===== config.mk =====
export PLATFORM = sky130hd
export DESIGN_NAME = debounced_button_actuator_control_core_flat
export DESIGN_NICKNAME = d
export VERILOG_FILES = /design/src/hdl/dba_pkg.sv /design/src/hdl/dba_if.sv /design/src/hdl/debounced_button_actuator_control_core.sv /design/src/hdl/dba_cfg_regs.sv /design/src/hdl/dba_step_unit.sv /design/src/hdl/dba_out_buf.sv /design/src/flat_wrapper.sv
export SDC_FILE = /design/constraint.sdc
export NUM_CORES = 1
export LEC_CHECK = 0
export ABC_CLOCK_PERIOD_IN_PS = 5200
export BUFFER_PORTS_ARGS = -buffer_cell sky130_fd_sc_hd__clkbuf_2
export CAP_MARGIN = 10
export CORE_MARGIN = 2
export CORE_UTILIZATION = 35
export DETAILED_ROUTE_END_ITERATION = 10
export GPL_ROUTABILITY_DRIVEN = 0
export PLACE_DENSITY = 0.56
export SKIP_CTS_REPAIR_TIMING = 1
export SLEW_MARGIN = 40
export SYNTH_ARGS = -nofsm -noshare
export SYNTH_HDL_FRONTEND = slang
export SYNTH_SLANG_ARGS = --single-unit

===== constraint.sdc =====
create_clock -name clk -period 5.2 [get_ports clk]
set_input_delay 0.52 -clock clk [delete_from_list [all_inputs] [get_ports clk]]
set_output_delay 0.52 -clock clk [all_outputs]
set_load 0.005 [all_outputs]

===== src/hdl/dba_pkg.sv =====
// shared types and constants for the debounced button actuator control block
package dba_pkg;

  // fixed field and register widths
  localparam int DEBOUNCE_W = 10;
  localparam int DUR_W      = 16;
  localparam int STEADY_W   = 11;
  localparam int AGE_W      = 16;
  localparam int CMD_W      = 2;
  localparam int CFG_IDX_W  = 2;
  localparam int CFG_DATA_W = 16;
  // widest button vector, used to index action bits at fixed positions
  localparam int PAD_W      = 16;

  // button positions that drive actuators
  localparam int GATE_BTN   = 3;
  localparam int PUMP_BTN   = 4;
  localparam int FAN_BTN    = 5;
  localparam int FEEDER_BTN = 6;

  // saturation limits
  localparam logic [STEADY_W-1:0] STEADY_MAX = '1;
  localparam logic [AGE_W-1:0]    AGE_MAX    = '1;

  // register reset values
  localparam logic [DEBOUNCE_W-1:0] DEBOUNCE_RST = 10'd50;
  localparam logic [DUR_W-1:0]      PUMP_RST     = 16'd3500;
  localparam logic [DUR_W-1:0]      FEEDER_RST   = 16'd2500;

  // register indexes on the configuration port
  localparam logic [CFG_IDX_W-1:0] CFG_IDX_DEBOUNCE = 2'd0;
  localparam logic [CFG_IDX_W-1:0] CFG_IDX_PUMP     = 2'd1;
  localparam logic [CFG_IDX_W-1:0] CFG_IDX_FEEDER   = 2'd2;

  typedef enum logic {
    FUNC_TICK = 1'b0,
    FUNC_CMD  = 1'b1
  } func_t;

  typedef enum logic [CMD_W-1:0] {
    CMD_GATE   = 2'd0,
    CMD_PUMP   = 2'd1,
    CMD_FAN    = 2'd2,
    CMD_FEEDER = 2'd3
  } cmd_t;

  typedef struct packed {
    logic [DEBOUNCE_W-1:0] debounce_ms;
    logic [DUR_W-1:0]      pump_ms;
    logic [DUR_W-1:0]      feeder_ms;
  } cfg_t;

  typedef struct packed {
    logic gate_bit;
    logic fan_bit;
    logic pump_on;
    logic feeder_on;
  } act_t;

endpackage


===== src/hdl/dba_if.sv =====
// item channel interfaces for the input and result sides
interface dba_in_if #(
  parameter int BUTTON_COUNT = 7
);
  logic                    valid;
  logic                    ready;
  logic                    func;
  logic [BUTTON_COUNT-1:0] raw_buttons;
  logic [1:0]              command;

  modport source (output valid, output func, output raw_buttons, output command,
                  input ready);
  modport sink   (input valid, input func, input raw_buttons, input command,
                  output ready);
endinterface

interface dba_out_if #(
  parameter int BUTTON_COUNT = 7
);
  logic                    valid;
  logic                    ready;
  logic [BUTTON_COUNT-1:0] stable_buttons;
  logic [BUTTON_COUNT-1:0] pressed_mask;
  logic                    gate_bit;
  logic                    fan_bit;
  logic                    pump_on;
  logic                    feeder_on;

  modport source (output valid, output stable_buttons, output pressed_mask,
                  output gate_bit, output fan_bit, output pump_on, output feeder_on,
                  input ready);
  modport sink   (input valid, input stable_buttons, input pressed_mask,
                  input gate_bit, input fan_bit, input pump_on, input feeder_on,
                  output ready);
endinterface


===== src/hdl/debounced_button_actuator_control_core.sv =====
// top level: button debounce with gate/fan toggles and pump/feeder one-shots
//
// Input channel in_ch carries one item per handshake: a millisecond tick with
// a raw active-low button sample (func 0) or a direct command (func 1,
// command 0 gate toggle, 1 pump start, 2 fan toggle, 3 feeder start).
// Result channel out_ch returns exactly one item per input item: the stable
// button set, the newly pressed mask and the four actuator bits.
// Throughput is one item per clock unless the result buffer is full; each
// item is handled by a single pass of debounce/timer logic whose result is
// registered in the result buffer. The state registers feed that pass
// directly, so back-to-back items see each other's updates.
// A two-entry result buffer lets one more item in while a result waits; with
// both entries full in_ch.ready drops until out_ch.ready takes a result.
// Synchronous active-low reset clears the buffer, loads debounce 50, pump
// 3500 and feeder 2500 ticks, sets all buttons released, gate and fan set
// to 1 and both timers stopped. Registers are written through cfg_we/cfg_index/
// cfg_wdata, one per clock, and should only change while the block is idle.
module debounced_button_actuator_control_core
  import dba_pkg::*;
#(
  parameter int BUTTON_COUNT = 7
) (
  input  logic                  clk,
  input  logic                  rst_n,
  dba_in_if.sink                in_ch,
  dba_out_if.source             out_ch,
  input  logic                  cfg_we,
  input  logic [CFG_IDX_W-1:0]  cfg_index,
  input  logic [CFG_DATA_W-1:0] cfg_wdata
);

  localparam int RES_W = 2 * BUTTON_COUNT + 4;

  cfg_t                    cfg;
  logic                    acc;
  logic                    buf_ready;
  logic [BUTTON_COUNT-1:0] res_stable;
  logic [BUTTON_COUNT-1:0] res_pressed;
  act_t                    res_act;
  logic [RES_W-1:0]        res_data;
  logic [RES_W-1:0]        out_data;

  // configuration registers
  dba_cfg_regs u_cfg (
    .clk       (clk),
    .rst_n     (rst_n),
    .cfg_we    (cfg_we),
    .cfg_index (cfg_index),
    .cfg_wdata (cfg_wdata),
    .cfg_o     (cfg)
  );

  assign in_ch.ready = buf_ready;
  assign acc         = in_ch.valid && buf_ready;

  // per-item state update
  dba_step_unit #(
    .BUTTON_COUNT (BUTTON_COUNT)
  ) u_step (
    .clk           (clk),
    .rst_n         (rst_n),
    .acc_i         (acc),
    .func_i        (in_ch.func),
    .raw_i         (in_ch.raw_buttons),
    .cmd_i         (in_ch.command),
    .cfg_i         (cfg),
    .res_stable_o  (res_stable),
    .res_pressed_o (res_pressed),
    .res_act_o     (res_act)
  );

  assign res_data = {res_stable, res_pressed, res_act};

  // result buffer
  dba_out_buf #(
    .DATA_W (RES_W)
  ) u_buf (
    .clk         (clk),
    .rst_n       (rst_n),
    .in_valid_i  (in_ch.valid),
    .in_ready_o  (buf_ready),
    .in_data_i   (res_data),
    .out_valid_o (out_ch.valid),
    .out_ready_i (out_ch.ready),
    .out_data_o  (out_data)
  );

  // unpack the result item
  assign out_ch.stable_buttons = out_data[RES_W-1 -: BUTTON_COUNT];
  assign out_ch.pressed_mask   = out_data[RES_W-BUTTON_COUNT-1 -: BUTTON_COUNT];
  assign out_ch.gate_bit       = out_data[3];
  assign out_ch.fan_bit        = out_data[2];
  assign out_ch.pump_on        = out_data[1];
  assign out_ch.feeder_on      = out_data[0];

endmodule


===== src/hdl/dba_cfg_regs.sv =====
// configuration registers: debounce time and one-shot durations
module dba_cfg_regs
  import dba_pkg::*;
(
  input  logic                  clk,
  input  logic                  rst_n,
  input  logic                  cfg_we,
  input  logic [CFG_IDX_W-1:0]  cfg_index,
  input  logic [CFG_DATA_W-1:0] cfg_wdata,
  output cfg_t                  cfg_o
);

  cfg_t cfg_r;

  // indexed write, unknown indexes are dropped
  always_ff @(posedge clk) begin
    if (!rst_n) begin
      cfg_r.debounce_ms <= DEBOUNCE_RST;
      cfg_r.pump_ms     <= PUMP_RST;
      cfg_r.feeder_ms   <= FEEDER_RST;
    end else if (cfg_we) begin
      case (cfg_index)
        CFG_IDX_DEBOUNCE: cfg_r.debounce_ms <= cfg_wdata[DEBOUNCE_W-1:0];
        CFG_IDX_PUMP:     cfg_r.pump_ms     <= cfg_wdata[DUR_W-1:0];
        CFG_IDX_FEEDER:   cfg_r.feeder_ms   <= cfg_wdata[DUR_W-1:0];
        default: ;
      endcase
    end
  end

  assign cfg_o = cfg_r;

endmodule


===== src/hdl/dba_step_unit.sv =====
// per-item state update: debounce, edge actions and one-shot timers
module dba_step_unit
  import dba_pkg::*;
#(
  parameter int BUTTON_COUNT = 7
) (
  input  logic                    clk,
  input  logic                    rst_n,
  input  logic                    acc_i,
  input  logic                    func_i,
  input  logic [BUTTON_COUNT-1:0] raw_i,
  input  logic [CMD_W-1:0]        cmd_i,
  input  cfg_t                    cfg_i,
  output logic [BUTTON_COUNT-1:0] res_stable_o,
  output logic [BUTTON_COUNT-1:0] res_pressed_o,
  output act_t                    res_act_o
);

  logic [BUTTON_COUNT-1:0] last_raw_r, last_raw_nxt;
  logic [BUTTON_COUNT-1:0] stable_r, stable_nxt;
  logic [STEADY_W-1:0]     steady_r, steady_nxt;
  logic                    gate_r, gate_nxt;
  logic                    fan_r, fan_nxt;
  logic                    pump_run_r, pump_run_nxt;
  logic [AGE_W-1:0]        pump_age_r, pump_age_nxt;
  logic                    feeder_run_r, feeder_run_nxt;
  logic [AGE_W-1:0]        feeder_age_r, feeder_age_nxt;
  logic [BUTTON_COUNT-1:0] pressed;
  logic [PAD_W-1:0]        pressed_pad;
  logic                    take_set;

  // next state for one item
  always_comb begin
    last_raw_nxt   = last_raw_r;
    stable_nxt     = stable_r;
    steady_nxt     = steady_r;
    gate_nxt       = gate_r;
    fan_nxt        = fan_r;
    pump_run_nxt   = pump_run_r;
    pump_age_nxt   = pump_age_r;
    feeder_run_nxt = feeder_run_r;
    feeder_age_nxt = feeder_age_r;
    pressed        = '0;
    pressed_pad    = '0;
    take_set       = 1'b0;

    if (func_i == FUNC_TICK) begin
      // running timers age by one
      if (pump_run_r && pump_age_r != AGE_MAX) pump_age_nxt = pump_age_r + 1'b1;
      if (feeder_run_r && feeder_age_r != AGE_MAX) feeder_age_nxt = feeder_age_r + 1'b1;

      // debounce age restarts on a changed sample
      if (raw_i != last_raw_r) begin
        last_raw_nxt = raw_i;
        steady_nxt   = '0;
      end else if (steady_r != STEADY_MAX) begin
        steady_nxt = steady_r + 1'b1;
      end

      // accept a steady new set and act on its falling edges
      take_set = (steady_nxt >= STEADY_W'(cfg_i.debounce_ms)) && (stable_r != raw_i);
      if (take_set) begin
        pressed     = stable_r & ~raw_i;
        pressed_pad = PAD_W'(pressed);
        stable_nxt  = raw_i;
        if (pressed_pad[GATE_BTN]) gate_nxt = ~gate_r;
        if (pressed_pad[FAN_BTN])  fan_nxt  = ~fan_r;
        if (pressed_pad[PUMP_BTN] && !pump_run_r) begin
          pump_run_nxt = 1'b1;
          pump_age_nxt = '0;
        end
        if (pressed_pad[FEEDER_BTN] && !feeder_run_r) begin
          feeder_run_nxt = 1'b1;
          feeder_age_nxt = '0;
        end
      end

      // stop timers that reached their duration
      if (pump_run_nxt && pump_age_nxt >= cfg_i.pump_ms) pump_run_nxt = 1'b0;
      if (feeder_run_nxt && feeder_age_nxt >= cfg_i.feeder_ms) feeder_run_nxt = 1'b0;
    end else begin
      case (cmd_t'(cmd_i))
        CMD_GATE: gate_nxt = ~gate_r;
        CMD_PUMP: begin
          if (!pump_run_r) begin
            pump_run_nxt = 1'b1;
            pump_age_nxt = '0;
          end
        end
        CMD_FAN: fan_nxt = ~fan_r;
        CMD_FEEDER: begin
          if (!feeder_run_r) begin
            feeder_run_nxt = 1'b1;
            feeder_age_nxt = '0;
          end
        end
        default: ;
      endcase
    end
  end

  // state registers, updated once per accepted item
  always_ff @(posedge clk) begin
    if (!rst_n) begin
      last_raw_r   <= '1;
      stable_r     <= '1;
      steady_r     <= '0;
      gate_r       <= 1'b1;
      fan_r        <= 1'b1;
      pump_run_r   <= 1'b0;
      pump_age_r   <= '0;
      feeder_run_r <= 1'b0;
      feeder_age_r <= '0;
    end else if (acc_i) begin
      last_raw_r   <= last_raw_nxt;
      stable_r     <= stable_nxt;
      steady_r     <= steady_nxt;
      gate_r       <= gate_nxt;
      fan_r        <= fan_nxt;
      pump_run_r   <= pump_run_nxt;
      pump_age_r   <= pump_age_nxt;
      feeder_run_r <= feeder_run_nxt;
      feeder_age_r <= feeder_age_nxt;
    end
  end

  // result of this item
  assign res_stable_o        = stable_nxt;
  assign res_pressed_o       = pressed;
  assign res_act_o.gate_bit  = gate_nxt;
  assign res_act_o.fan_bit   = fan_nxt;
  assign res_act_o.pump_on   = pump_run_nxt;
  assign res_act_o.feeder_on = feeder_run_nxt;

  // a command never moves the button state
  a_cmd_keeps_buttons: assert property (@(posedge clk) disable iff (!rst_n)
    (acc_i && func_i == FUNC_CMD) |=> ($stable(stable_r) && $stable(last_raw_r)))
    else $error("command changed button state");

  // an accepted change leaves the stable set equal to the sample
  a_take_set: assert property (@(posedge clk) disable iff (!rst_n)
    (acc_i && take_set) |=> (stable_r == $past(raw_i)))
    else $error("accepted set does not match sample");

  // actuator bits only move on an accepted item
  a_idle_holds: assert property (@(posedge clk) disable iff (!rst_n)
    !acc_i |=> ($stable(gate_r) && $stable(fan_r) && $stable(pump_run_r)
                && $stable(feeder_run_r)))
    else $error("state moved without an item");

endmodule


===== src/hdl/dba_out_buf.sv =====
// two-entry result buffer so input keeps flowing while a result waits
module dba_out_buf #(
  parameter int DATA_W = 18
) (
  input  logic              clk,
  input  logic              rst_n,
  input  logic              in_valid_i,
  output logic              in_ready_o,
  input  logic [DATA_W-1:0] in_data_i,
  output logic              out_valid_o,
  input  logic              out_ready_i,
  output logic [DATA_W-1:0] out_data_o
);

  logic              out_valid_r;
  logic [DATA_W-1:0] out_data_r;
  logic              skid_valid_r;
  logic [DATA_W-1:0] skid_data_r;
  logic              push;
  logic              out_free;

  assign in_ready_o = !skid_valid_r;
  assign push       = in_valid_i && in_ready_o;
  assign out_free   = !out_valid_r || out_ready_i;

  // control: main slot refills from skid first, else from input
  always_ff @(posedge clk) begin
    if (!rst_n) begin
      out_valid_r  <= 1'b0;
      skid_valid_r <= 1'b0;
    end else if (out_free) begin
      out_valid_r  <= skid_valid_r || push;
      skid_valid_r <= 1'b0;
    end else if (push) begin
      skid_valid_r <= 1'b1;
    end
  end

  // payload
  always_ff @(posedge clk) begin
    if (out_free) begin
      out_data_r <= skid_valid_r ? skid_data_r : in_data_i;
    end else if (push) begin
      skid_data_r <= in_data_i;
    end
  end

  assign out_valid_o = out_valid_r;
  assign out_data_o  = out_data_r;

  // skid slot is only filled behind a held main slot
  a_skid_behind_main: assert property (@(posedge clk) disable iff (!rst_n)
    skid_valid_r |-> out_valid_r)
    else $error("skid slot full with main slot empty");

  // skid fills only when the main slot stalls
  a_skid_fill: assert property (@(posedge clk) disable iff (!rst_n)
    $rose(skid_valid_r) |-> $past(out_valid_r && !out_ready_i))
    else $error("skid filled without a stall");

  // a waiting skid item moves up when the main slot drains
  a_skid_drain: assert property (@(posedge clk) disable iff (!rst_n)
    (skid_valid_r && out_ready_i) |=> (out_valid_r && !skid_valid_r))
    else $error("skid item not moved up");

endmodule


===== src/flat_wrapper.sv =====
// flat-port wrapper written by rule: the top's interface ports become plain ports
module debounced_button_actuator_control_core_flat import dba_pkg::*;
#(
  parameter int BUTTON_COUNT = 7
)
  (clk, rst_n, cfg_we, cfg_index, cfg_wdata, in_ch_valid, in_ch_func, in_ch_raw_buttons, in_ch_command, in_ch_ready, out_ch_valid, out_ch_stable_buttons, out_ch_pressed_mask, out_ch_gate_bit, out_ch_fan_bit, out_ch_pump_on, out_ch_feeder_on, out_ch_ready);
  dba_in_if #(.BUTTON_COUNT(BUTTON_COUNT)) in_ch_i ();
  dba_out_if #(.BUTTON_COUNT(BUTTON_COUNT)) out_ch_i ();
  input  logic clk;
  input  logic rst_n;
  input  logic cfg_we;
  input  logic [CFG_IDX_W-1:0] cfg_index;
  input  logic [CFG_DATA_W-1:0] cfg_wdata;
  input wire logic [$bits(in_ch_i.valid)-1:0] in_ch_valid;
  input wire logic [$bits(in_ch_i.func)-1:0] in_ch_func;
  input wire logic [$bits(in_ch_i.raw_buttons)-1:0] in_ch_raw_buttons;
  input wire logic [$bits(in_ch_i.command)-1:0] in_ch_command;
  output wire logic [$bits(in_ch_i.ready)-1:0] in_ch_ready;
  output wire logic [$bits(out_ch_i.valid)-1:0] out_ch_valid;
  output wire logic [$bits(out_ch_i.stable_buttons)-1:0] out_ch_stable_buttons;
  output wire logic [$bits(out_ch_i.pressed_mask)-1:0] out_ch_pressed_mask;
  output wire logic [$bits(out_ch_i.gate_bit)-1:0] out_ch_gate_bit;
  output wire logic [$bits(out_ch_i.fan_bit)-1:0] out_ch_fan_bit;
  output wire logic [$bits(out_ch_i.pump_on)-1:0] out_ch_pump_on;
  output wire logic [$bits(out_ch_i.feeder_on)-1:0] out_ch_feeder_on;
  input wire logic [$bits(out_ch_i.ready)-1:0] out_ch_ready;
  assign in_ch_i.valid = in_ch_valid;
  assign in_ch_i.func = in_ch_func;
  assign in_ch_i.raw_buttons = in_ch_raw_buttons;
  assign in_ch_i.command = in_ch_command;
  assign in_ch_ready = in_ch_i.ready;
  assign out_ch_valid = out_ch_i.valid;
  assign out_ch_stable_buttons = out_ch_i.stable_buttons;
  assign out_ch_pressed_mask = out_ch_i.pressed_mask;
  assign out_ch_gate_bit = out_ch_i.gate_bit;
  assign out_ch_fan_bit = out_ch_i.fan_bit;
  assign out_ch_pump_on = out_ch_i.pump_on;
  assign out_ch_feeder_on = out_ch_i.feeder_on;
  assign out_ch_i.ready = out_ch_ready;
  debounced_button_actuator_control_core #(.BUTTON_COUNT(BUTTON_COUNT)) u_core (.clk(clk), .rst_n(rst_n), .in_ch(in_ch_i), .out_ch(out_ch_i), .cfg_we(cfg_we), .cfg_index(cfg_index), .cfg_wdata(cfg_wdata));
endmodule

; Yosys cells after proc, flatten, opt, wreduce, memory -nomap -nowiden
; Index checks and enable logic that the tools add are counted.
[word_totals]
register_bits = 141
in_bits = 33
output_inout_bits = 20
elab_cells = 110
[op_classes]
add_sub_neg = 3
order_cmp = 3
eq_ne = 14
n_mux = 42
bitwise_logic = 7
n_reduce_logical = 25
[ops]
columns = operator, n
row1 = two-way mux 16 bit, 14
row2 = two-way mux 11 bit, 3
row3 = "adder 16 x 1 -> 16 bit, second input constant", 2
row4 = greater-or-equal comparator 16 bit, 2
row5 = "!= test 16 bit, second input constant", 2
row6 = two-way mux 7 bit, 4
row7 = two-way mux 1 bit, 20
row8 = two-way mux 18 bit, 1
row9 = != test 7 bit, 2
row10 = "adder 11 x 1 -> 11 bit, second input constant", 1
row11 = greater-or-equal comparator 11 x 10 -> 1 bit, 1
row12 = "!= test 11 bit, second input constant", 1
row13 = AND reduction 2 bit, 5
row14 = AND reduction 3 bit, 3
row15 = logical AND 1 bit, 8
row16 = AND 7 bit, 1
row17 = NOT 7 bit, 1
row18 = "== test 2 bit, second input constant", 3
row19 = NOT 1 bit, 5
row20 = "== test 2 x 1 -> 1 bit, second input constant", 2
row21 = logical NOT 1 bit, 4
row22 = logical NOT 2 bit, 2
row23 = "!= test 2 x 1 -> 1 bit, second input constant", 2
row24 = "!= test 2 bit, second input constant", 2
row25 = 2 further kinds, 3

; Longest topological paths before layout
; Gate-level depths: netlist (run 1).
[logic_depth]
word_depth = 13
mapped_depth = 22
mapped_depth_nobuf = 20

; By module
; From an unflattened synthesis (run 1), not the netlist that was laid out.
[unflattened]
hier_cells = 892
hier_area_um2 = 8289.2
[by_module_without_submodules]
columns = mod, instances, cells_per_inst, area_per_inst_um2, seq_area_each_um2
row1 = dba_step_unit, 1, 656, 5116.2, 1221.2
row2 = dba_cfg_regs, 1, 171, 1712.9, 840.8
row3 = dba_out_buf, 1, 64, 1453.9, 1121.1
row4 = debounced_button_actuator_control_core, 1, 1, 6.3, 0.0

; Worst setup path before layout (run 1)
; No wires, ideal clock.
[synth_path]
path_kind = input -> register
from = input port in_ch_raw_buttons[1]
to = register u_core.u_buf.out_data_r[0] (netlist: u_core.u_buf.out_data_o[0]), data pin
setup_time_ns = 0.152
arrival_time_ns = 4.452
t_required_ns = 5.048
setup_slack_ns = 0.596
path_stages = 21
path_buffers = 4
cell_sequence = xor2_1 -> nor4_1 -> nand4_1 -> clkbuf_1 -> clkbuf_1 -> nand2b_1 -> ha_1 -> nand2b_1 -> a211o_1 -> a21oi_1 -> o22a_1 -> buf_6 -> buf_2 -> o21ai_0 -> ha_1 -> nand2b_1 -> a31oi_1 -> o221ai_1 -> a221oi_1 -> o221ai_1 -> a31oi_1
[synth_via]
elab_chain_cells = 12
elab_cells_between_ends = 15
cone_classes = order compare: 2 / eq/ne: 2 / mux: 9 / reduce/logical: 2
[synth_rtl]
columns = element, line_no
row1 = start: declaration, flat_wrapper.sv:16  ; input wire logic [$bits(in_ch_i.raw_buttons)-1:0] in_ch_raw_buttons;
row2 = != test 7 bit, dba_step_unit.sv:53  ; if (raw_i != last_raw_r) begin
row3 = two-way mux 11 bit, dba_step_unit.sv:53
row4 = two-way mux 11 bit, dba_step_unit.sv:47  ; if (func_i == FUNC_TICK) begin
row5 = greater-or-equal comparator 11 x 10 -> 1 bit, dba_step_unit.sv:61  ; take_set = (steady_nxt >= STEADY_W'(cfg_i.debounce_ms)) && (stable_r != raw_i);
row6 = logical AND 1 bit *, dba_step_unit.sv:61
row7 = two-way mux 16 bit, dba_step_unit.sv:62  ; if (take_set) begin
row8 = two-way mux 16 bit, dba_step_unit.sv:47
row9 = greater-or-equal comparator 16 bit, dba_step_unit.sv:80  ; if (feeder_run_nxt && feeder_age_nxt >= cfg_i.feeder_ms) feeder_run_nxt = 1'b0;
row10 = logical AND 1 bit, dba_step_unit.sv:80
row11 = two-way mux 1 bit *, dba_step_unit.sv:80
row12 = two-way mux 1 bit *, dba_step_unit.sv:47
row13 = two-way mux 18 bit *, dba_out_buf.sv:42  ; out_data_r <= skid_valid_r ? skid_data_r : in_data_i;
row14 = end signal: assignment, dba_out_buf.sv:42
row15 = end: declaration, dba_out_buf.sv:16  ; logic [DATA_W-1:0] out_data_r;
; Every way passes the cells marked *; elsewhere a longest branch is shown, timed or not. The select of a mux whose other input is x is not followed.
; A chain may end at the register's enable or synchronous reset.

; Final worst setup path (run 1)
[layout_path]
from = register u_core.u_step.steady_r[6]
to = register u_core.u_buf.out_data_r[0] (netlist: u_core.u_buf.out_data_o[0]), data pin
[layout_via]
elab_chain_cells = 13
elab_cells_between_ends = 16
cone_classes = add/sub: 1 / order compare: 2 / eq/ne: 1 / mux: 10 / reduce/logical: 2
[layout_rtl]
columns = element, line_no
row1 = start: declaration, dba_step_unit.sv:21  ; logic [STEADY_W-1:0] steady_r, steady_nxt;
row2 = start signal: assignment, dba_step_unit.sv:117  ; steady_r <= steady_nxt;
row3 = adder 11 x 1 -> 11 bit or != test 11 bit (tied branches), "dba_step_unit.sv:57, dba_step_unit.sv:56"
row4 = two-way mux 11 bit *, dba_step_unit.sv:56  ; end else if (steady_r != STEADY_MAX) begin
row5 = two-way mux 11 bit *, dba_step_unit.sv:53
row6 = two-way mux 11 bit *, dba_step_unit.sv:47
row7 = greater-or-equal comparator 11 x 10 -> 1 bit *, dba_step_unit.sv:61
row8 = logical AND 1 bit *, dba_step_unit.sv:61
row9 = two-way mux 16 bit, dba_step_unit.sv:62
row10 = two-way mux 16 bit, dba_step_unit.sv:47
row11 = greater-or-equal comparator 16 bit, dba_step_unit.sv:80
row12 = logical AND 1 bit, dba_step_unit.sv:80
row13 = two-way mux 1 bit *, dba_step_unit.sv:80
row14 = two-way mux 1 bit *, dba_step_unit.sv:47
row15 = two-way mux 18 bit *, dba_out_buf.sv:42
; Marks and branches as above.

==> results of run 1 <==
placed cells by master (no fill, tap or decap), types with 8 or more instances in the layout:
| master | n |
|---|---|
| nor3_1 | 13 |
| o31ai_1 | 10 |
| xnor2_1 | 11 |
| xor2_1 | 17 |
| o21ai_0 | 35 |
| a31oi_1 | 23 |
| nand4_1 | 15 |
| o22a_1 | 8 |
| nand2_1 | 171 |
| and3_1 | 12 |
| nand2b_1 | 13 |
| edfxtp_1 | 36 |
| o211ai_1 | 33 |
| ha_1 | 52 |
| nor2_1 | 56 |
| a21oi_1 | 57 |
| nand3_1 | 30 |
| inv_1 | 56 |
| a2bb2oi_1 | 8 |
| o221ai_1 | 18 |
| dfxtp_1 | 103 |
| and2_1 | 9 |
| buf_4 | 19 |
| clkbuf_16 | 18 |
| clkbuf_2 | 52 |
| nor4_1 | 10 |
cell families (layout without fill, tap and decap cells):
kind of cell             Yosys count  in the layout  synth area share
flip-flops                       141            141             0.390
XOR/XNOR                          28             28            0.0300
AND/OR/NAND/NOR                  375            375             0.217
adder cells (fa/ha/maj)           52             52            0.0796
buffers and inverters            114            162            0.0571
multiplexers                       7              7           0.00965
AO/OA/AOI/OAI                    260            260             0.217
stage by stage:
step	area, um^2	power [mW]
2_1_floorplan	8170	1.31
3_3_place_gp	8730	1.38
3_5_place_dp	8740	1.38
4_1_cts	9320	2.59
5_1_grt	9340	2.67
6_report	9340	2.57
metal layers:
metal  GRT usage  wire (um)
met5           0          0
met4      0.0546        284
met3      0.0429       1180
met2       0.283       9640
met1       0.258      10600
state kept, by name, summed over array words and instances (netlist names):
register                    count
u_core.u_step.steady_r         11
u_core.u_step.last_raw_r        7
u_core.u_step.gate_r            1
u_core.u_step.pump_run_r        1
u_core.u_buf.out_data_o        18
u_core.u_step.pump_age_r       16
u_core.u_buf.skid_data_r       18
u_core.u_step.feeder_age_r     16
u_core.u_buf.out_valid_o        1
u_core.u_cfg.cfg_o             42
u_core.u_step.fan_r             1
u_core.u_step.stable_r          7
u_core.u_step.feeder_run_r      1
u_core.u_buf.skid_valid_r       1
cell type report:
type                    count  area share
clock buffers              18      0.0482
clock inverters            14      0.0139
inverters                  58      0.0233
multi-input cells         722       0.487
flip-flops and latches    141       0.341
well taps                 313      0.0419
repair buffers             72      0.0443
critical path: stages (launching register included):
cell and delay (ns):
dfxtp_1 0.42, nand4_2 0.22, nor3_2 0.28, a21oi_1 0.18
nand2_1 0.13, xor2_1 0.20, nor2_1 0.08, ha_1 0.22
nor4_1 0.26, o21ai_0 0.14, a21oi_1 0.21, o22a_2 0.29
nor2_2 0.11, nor2_1 0.12, ha_1 0.24, a211o_1 0.29
a31oi_1 0.14, o221ai_1 0.16, a221oi_2 0.33, o221ai_1 0.27
a31oi_1 0.22
report_power, final:
group / total (mW) / switching [mW] / internal [mW]
Combinational: 0.193 / 0.128 / 0.0648
Clock: 1.21 / 0.519 / 0.692
Sequential: 1.17 / 0.0158 / 1.15
worst paths after layout:
path | from | end | slack [ns]
max | u_core.u_step.steady_r[6] | u_core.u_buf.out_data_o[0] | 0.50
min reg2reg | u_core.u_cfg.cfg_o[40] | u_core.u_cfg.cfg_o[40] | 0.45
min | cfg_wdata[14] | u_core.u_cfg.cfg_o[14] | 0.33
max reg2reg | u_core.u_step.steady_r[6] | u_core.u_buf.out_data_o[0] | 0.50
==> results.json, run 1 <==
{
  "status": "complete, no violations",
  "setup_tns_ns": 0,
  "total_leakage_power_nw": 3.56,
  "cap_violations": 0,
  "clock_skew_ns": 0.0146,
  "grt_max_degree": 40,
  "drive_gt1_frac": 0.131,
  "stdcell_count": 1338,
  "vias": 7171,
  "place_ws_ns": 0.388,
  "drt_first_iter_violations": 445,
  "dp.cells": 1306,
  "synth_nets": 1062,
  "drtPass1Iterations": 4,
  "setup_ws_ns": 0.503,
  "max_freq_mhz": 213,
  "critPathKind": "reg -> reg",
  "grt.total_usage": 0.185,
  "die_w_um": 157,
  "async_flop_share": 0,
  "insertedDiodeCount": 0,
  "fillers": 2307,
  "min_delay_path_depth": 3,
  "clock_tree.htree_level_count": 4,
  "synth_edf_count": 36,
  "initial_utilization": 0.359,
  "synthTopCellsByArea": "dfxtp_1 (26%), edfxtp_1 (13%), ha_1 (8.0%)",
  "worstMarginPinSlew_ns": 0.760,
  "rsz0062_at_grt": "no",
  "yosys_warnings": 0,
  "path_clk_slew_ns": 0.06,
  "peakVddDrop_mv": 0.221,
  "synth_top_area_share": 0.257,
  "synth_cell_type_count": 65,
  "synth_area_um2": 8170,
  "synthFlopType": "dfxtp_1",
  "grt_pass1_vias": 6746,
  "final_util": 0.410,
  "grt_overflow": 0,
  "detail_route.wl_per_cell_um": 16.2,
  "relSlewSlack": 0.494,
  "clk_path_buf_depth": 2,
  "avgSynthCellArea_um2": 8.36,
  "hold_class": "in -> reg",
  "die-height_um": 157,
  "cts_tree": "yes",
  "finalCritPeriodShare": 0.903,
  "worst_r2r_path_depth": 20,
  "areaGrowthSynthToFinish_pct": 14.3,
  "die_area_um2": 24600,
  "antenna_left": 0,
  "setup_viol": 0,
  "syn_inst": 977,
  "hold_viol_final": 0,
  "viasPerCell": 5.36,
  "seq_area_um2": 3190,
  "numCtsBuffers": 17,
  "wl_um": 21700,
  "final_nets": 1097,
  "seq_area_frac_synth": 0.390,
  "min_period_ns": 4.70,
  "grt_pass1_wl_um": 35700,
  "synth_top_area_cell": "dfxtp_1",
  "yosys_register_bits": 141,
  "drc": 0,
  "yosysMostFrequentCell": "nand2_1",
  "yosys-top-cells-count": "nand2_1 (171), dfxtp_1 (105), nor2_1 (59)",
  "io_buffer_count": 52,
  "crit_arrival_ns": 4.97,
  "power.density_nw_per_um2": 275,
  "hold_ws_ns": 0.328,
  "cts_sinks": 141,
  "fp.coreArea_um2": 22800,
  "slew_viol_final": 0,
  "dpl.hpwl_um": 15600,
  "rows": 55,
  "antenna_found_initial": 0,
  "insertion_delay_ns": 0.44,
  "cts_root_buffer": "clkbuf_16",
  "multi_input_area_um2": 4550,
  "cp_max_fo": 7,
  "cp.required_ns": 5.48,
  "pin_count": 53,
  "end_kind": "flip-flop",
  "crit_path_start_kind": "flip-flop"
}
No activity file was read; power rests on OpenSTA's default activity.
==> run 2: changes to the inputs <==
Settings changed: CORE_ASPECT_RATIO set to 1.1, PLACE_DENSITY 0.56 to not set, PLACE_DENSITY_LB_ADDON set to 0.15.
==> run 2 against run 1 <==
Maximum frequency shrank 1.6%; sequential share of layout area grew 0.10 points; largest power group unchanged; power grew 0.58%; register-to-register slack lost 0.08 ns; cell count shrank 1.0%; non-clock buffer count shrank 1.
==> results.json, run 2 (synthesis gave the netlist of run 1 again) <==
{
  "die_w_um": 150,
  "max_stage_delay_ns": 0.52,
  "cp.required_ns": 5.44,
  "grt.total_usage": 0.183,
  "drt_first_iter_violations": 447,
  "status": "complete, no violations",
  "final_cell_mix": "nand2_1 (171), dfxtp_1 (105), nor2_1 (58), a21oi_1 (57), inv_1 (56)",
  "critical_path_buf_inv_count": 1,
  "clock_tree.htree_level_count": 4,
  "drtPass1Iterations": 5,
  "cp_max_fo": 8,
  "die-height_um": 164,
  "cts_tree": "yes",
  "worstMarginPinSlew_ns": 0.775,
  "fillers": 2391,
  "rsz0062_at_grt": "no",
  "vias": 7072,
  "insertedDiodeCount": 0,
  "final_nets": 1096,
  "total_power_mw": 2.59,
  "detail_route.wl_per_cell_um": 16.5,
  "grt_pass1_wl_um": 35300,
  "areaGrowthSynthToFinish_pct": 13.9,
  "relSlewSlack": 0.483,
  "path_delay_family": "compound AO/OA/AOI/OAI gates",
  "insertion_delay_ns": 0.43,
  "slew_viol_final": 0,
  "dpl.hpwl_um": 15500,
  "viasPerCell": 5.34,
  "power.density_nw_per_um2": 278,
  "critPathKind": "reg -> reg",
  "hold_viol_final": 0,
  "antenna_found_initial": 0,
  "grt_pass1_vias": 6575,
  "finalCritPeriodShare": 0.918,
  "pin_count": 53,
  "max_freq_mhz": 209,
  "end_kind": "flip-flop",
  "path_clk_slew_ns": 0.07,
  "layout_commonest_cell": "nand2_1",
  "path_common_cell": "nor2_1",
  "cts_root_buffer": "clkbuf_16",
  "drive_gt1_frac": 0.127,
  "io_buffer_count": 52,
  "die_area_um2": 24600,
  "largest_register_ffs": 42,
  "cap_violations": 0,
  "crit_arrival_ns": 5.01,
  "fp.coreArea_um2": 22900,
  "grt_max_degree": 46,
  "initial_utilization": 0.356,
  "total_leakage_power_nw": 3.56,
  "clock_skew_ns": 0.0116,
  "rows": 58,
  "grt_overflow": 0,
  "antenna_left": 0,
  "setup_tns_ns": 0,
  "cts_sinks": 141,
  "crit_path_start_kind": "flip-flop",
  "hold_class": "in -> reg",
  "numCtsBuffers": 17,
  "setup_viol": 0,
  "crit_chain": "nand4_2 > nor3_1 > nor2_1 > nand2_1 > xor2_1 > nor2_1 > ha_1 > a211oi_1 > o21ai_0 > a21oi_1 > o22a_2 > nor2_4 > nor2_1 > ha_1 > a21o_1 > a21o_1 > a2111oi_0 > o31ai_1 > buf_4 > o31ai_1",
  "min_period_ns": 4.78,
  "wl_um": 21800,
  "clk_path_buf_depth": 2,
  "cpMaxStageDelayCell": "dfxtp_1",
  "peakVddDrop_mv": 0.221,
  "drc": 0
}
## run 2: cell types whose count changed in the layout (fill, tap and decap cells not counted), moves of 2 or more
cell / delta
dfxtp_1: +2
nor2_1: +2
inv_8: +3
dfxtp_2: -2
clkinvlp_4: -3
inv_6: +2
nor2_2: -3
## run 2: worst paths after layout
kind                                                start                    endpoint  slack, ns  depth (start not counted)
worst max-delay path            u_core.u_step.steady_r[3]  u_core.u_buf.out_data_o[1]       0.42                         20
worst min-delay path                        cfg_wdata[13]      u_core.u_cfg.cfg_o[29]       0.33                          3
worst max register to register  u_core.u_step.steady_r[3]  u_core.u_buf.out_data_o[1]       0.42                         20
worst min register to register     u_core.u_cfg.cfg_o[25]      u_core.u_cfg.cfg_o[25]       0.45                          2
## run 2: stage by stage
stage,cells,setup slack (ns),hold slack [ns],area (um^2),util
5_1_grt,1324,0.0397,0.337,9310,0.406
3_3_place_gp,1292,0.354,0.440,8710,0.380
2_1_floorplan,977,0.596,0.436,8170,-
6_report,1324,0.425,0.330,9310,0.406
4_1_cts,1324,0.335,0.316,9300,0.405
3_5_place_dp,1292,0.247,0.448,8720,0.380
## run 2: layout make-up
type / instances / area (um^2) / area share
inverter: 58 / 220 / 0.0237
tap: 300 / 375 / 0.0403
clock buffer: 17 / 425 / 0.0457
sequential: 141 / 3180 / 0.342
multi-input combinational: 722 / 4550 / 0.489
clock inverter: 15 / 151 / 0.0163
timing repair buffer: 71 / 403 / 0.0433
## run 2: worst min-delay path: cells and delay by family
family / cells / cell delay, ns
AND/OR/NAND/NOR: 1 / 0.05
AO/OA/AOI/OAI: 1 / 0.05
buffers and inverters: 1 / 0.09
## run 2: power by group
part           internal (mW)  leakage [nW]  switching [mW]  total (mW)
clock network          0.678         0.286           0.551        1.23
registers               1.15          1.17          0.0169        1.17
logic                 0.0646          2.11           0.125       0.189
## run 2: layer usage
| layer | share of wire | wire length (um) | vias to the layer above | track usage |
|---|---|---|---|---|
| met2 | 0.44 | 9580 | 153 | 0.283 |
| met5 | 0 | 0 | - | 0 |
| met1 | 0.51 | 11100 | 3269 | 0.262 |
| li1 | - | - | 3634 | - |
| met3 | 0.036 | 793 | 16 | 0.0269 |
| met4 | 0.015 | 332 | 0 | 0.0566 |
==> run 3: changes to the inputs <==
Settings changed: ABC_CLOCK_PERIOD_IN_PS 5200 to 4500.
Clock period 5.2 ns to 4.5 ns, I/O delays scaled along.
==> run 3 against run 2 <==
Cell count is 2.2% higher; register-to-register slack worse by 0.27 ns; critical endpoint is now u_core.u_buf.out_data_o[0]; clock-buffer cell count stayed put; worst setup slack worse by 0.27 ns; critical path depth is 1 higher; global-route usage is 0.11 points higher; cell area is 4.8% higher; critical path type unchanged; hold slack worse by 0.075 ns; non-clock buffer count is 29 higher.
==> results.json, run 3 (synthesis gave the netlist of run 1 again) <==
{
  "status": "complete, no violations",
  "insertedDiodeCount": 0,
  "layout_commonest_cell": "nand2_1",
  "cts_tree": "yes",
  "stdcell_count": 1353,
  "cts_root_buffer": "clkbuf_16",
  "cts_sinks": 141,
  "total_leakage_power_nw": 3.75,
  "setup_viol": 0,
  "final_nets": 1125,
  "max_stage_delay_ns": 0.36,
  "finalCritPeriodShare": 0.966,
  "path_delay_family": "compound AO/OA/AOI/OAI gates",
  "grt_pass1_vias": 6749,
  "fin_area_um2": 9760,
  "crit_arrival_ns": 4.62,
  "hold_viol_final": 0,
  "hold_ws_ns": 0.255,
  "min_period_ns": 4.35,
  "critical_path_buf_inv_count": 1,
  "setup_tns_ns": 0,
  "drive_gt1_frac": 0.185,
  "slew_viol_final": 0,
  "critPathKind": "reg -> reg",
  "worstMarginPinSlew_ns": 0.781,
  "drtPass1Iterations": 5,
  "grt.total_usage": 0.184,
  "insertion_delay_ns": 0.43,
  "crit_path_start_kind": "flip-flop",
  "dpl.hpwl_um": 15800,
  "max_freq_mhz": 230,
  "clock_tree.htree_level_count": 4,
  "total_power_mw": 3.00,
  "areaGrowthSynthToFinish_pct": 19.4,
  "antenna_left": 0,
  "die-height_um": 164,
  "clk_path_buf_depth": 2,
  "largest_register_ffs": 42,
  "path_clk_slew_ns": 0.07,
  "cp_max_fo": 7,
  "detail_route.wl_per_cell_um": 16.5,
  "die_area_um2": 24600,
  "rows": 58,
  "power.density_nw_per_um2": 307,
  "dp.cells": 1315,
  "hold_class": "in -> reg",
  "cp.required_ns": 4.77,
  "wl_um": 22300,
  "numCtsBuffers": 17,
  "pin_count": 53,
  "peakVddDrop_mv": 0.252,
  "final_cell_mix": "nand2_1 (169), dfxtp_1 (101), inv_1 (56), a21oi_1 (54), nor2_1 (53)",
  "grt_pass1_wl_um": 35900,
  "grt_max_degree": 42,
  "vias": 7288,
  "die_w_um": 150,
  "antenna_found_initial": 0,
  "drc": 0,
  "place_area_um2": 8890,
  "crit_chain": "ha_4 > nand3_2 > nor3_4 > nand2_2 > xor2_2 > nand2b_4 > ha_1 > nand2b_1 > a211o_1 > a21oi_2 > o22a_4 > nor2_4 > nor2_2 > ha_4 > a211o_1 > a31oi_2 > o221ai_2 > a221oi_2 > buf_4 > o221ai_4 > a31oi_1",
  "clock_skew_ns": 0.0103,
  "grt_overflow": 0,
  "io_buffer_count": 52,
  "cap_violations": 0,
  "relSlewSlack": 0.479,
  "drt_first_iter_violations": 423,
  "viasPerCell": 5.39,
  "end_kind": "flip-flop",
  "initial_utilization": 0.356,
  "fp.coreArea_um2": 22900,
  "cpMaxStageDelayCell": "dfxtp_2"
}
## run 3: cell type report
class | instances | area [um^2]
fillers | 2390 | 13200
multi-input cells | 722 | 4770
flip-flops and latches | 141 | 3190
repair buffers | 100 | 629
clock buffers | 17 | 425
well taps | 300 | 375
inverters | 58 | 218
clock inverters | 15 | 151
## run 3: path summary, 6_finish.rpt
path	start	endpoint	slack [ns]	cells past startpoint
setup / recovery	u_core.u_step.steady_r[0]	u_core.u_buf.out_data_o[0]	0.15	21
setup reg to reg	u_core.u_step.steady_r[0]	u_core.u_buf.out_data_o[0]	0.15	21
hold reg to reg	u_core.u_cfg.cfg_o[39]	u_core.u_cfg.cfg_o[39]	0.46	2
hold / removal	cfg_wdata[14]	u_core.u_cfg.cfg_o[30]	0.26	3
## run 3: worst min-delay path: stages
cell,delay (ns)
clkbuf_2,0.09
nand2_1,0.05
a21oi_1,0.05
## run 3: power by group
| part | switching [mW] | leakage (nW) | internal, mW | total, mW |
|---|---|---|---|---|
| Sequential | 0.0187 | 1.17 | 1.33 | 1.35 |
| Combinational | 0.151 | 2.29 | 0.0825 | 0.234 |
| Clock | 0.629 | 0.290 | 0.783 | 1.41 |
## run 3: routing by layer
metal  track usage  up-vias  part of all wire
met3        0.0308       17             0.037
met4        0.0502        0             0.010
met2         0.286      150              0.45
met1         0.264     3429              0.50
met5             0        -                 0
li1              -     3692                 -
## run 3: through the flow
step | setup WS (ns) | utilization
floorplan | 0.0298 | -
finish | 0.153 | 0.425
global route | -0.0745 | 0.425
global placement | -0.0139 | 0.387
detailed placement | -0.157 | 0.387
CTS | -0.0453 | 0.413
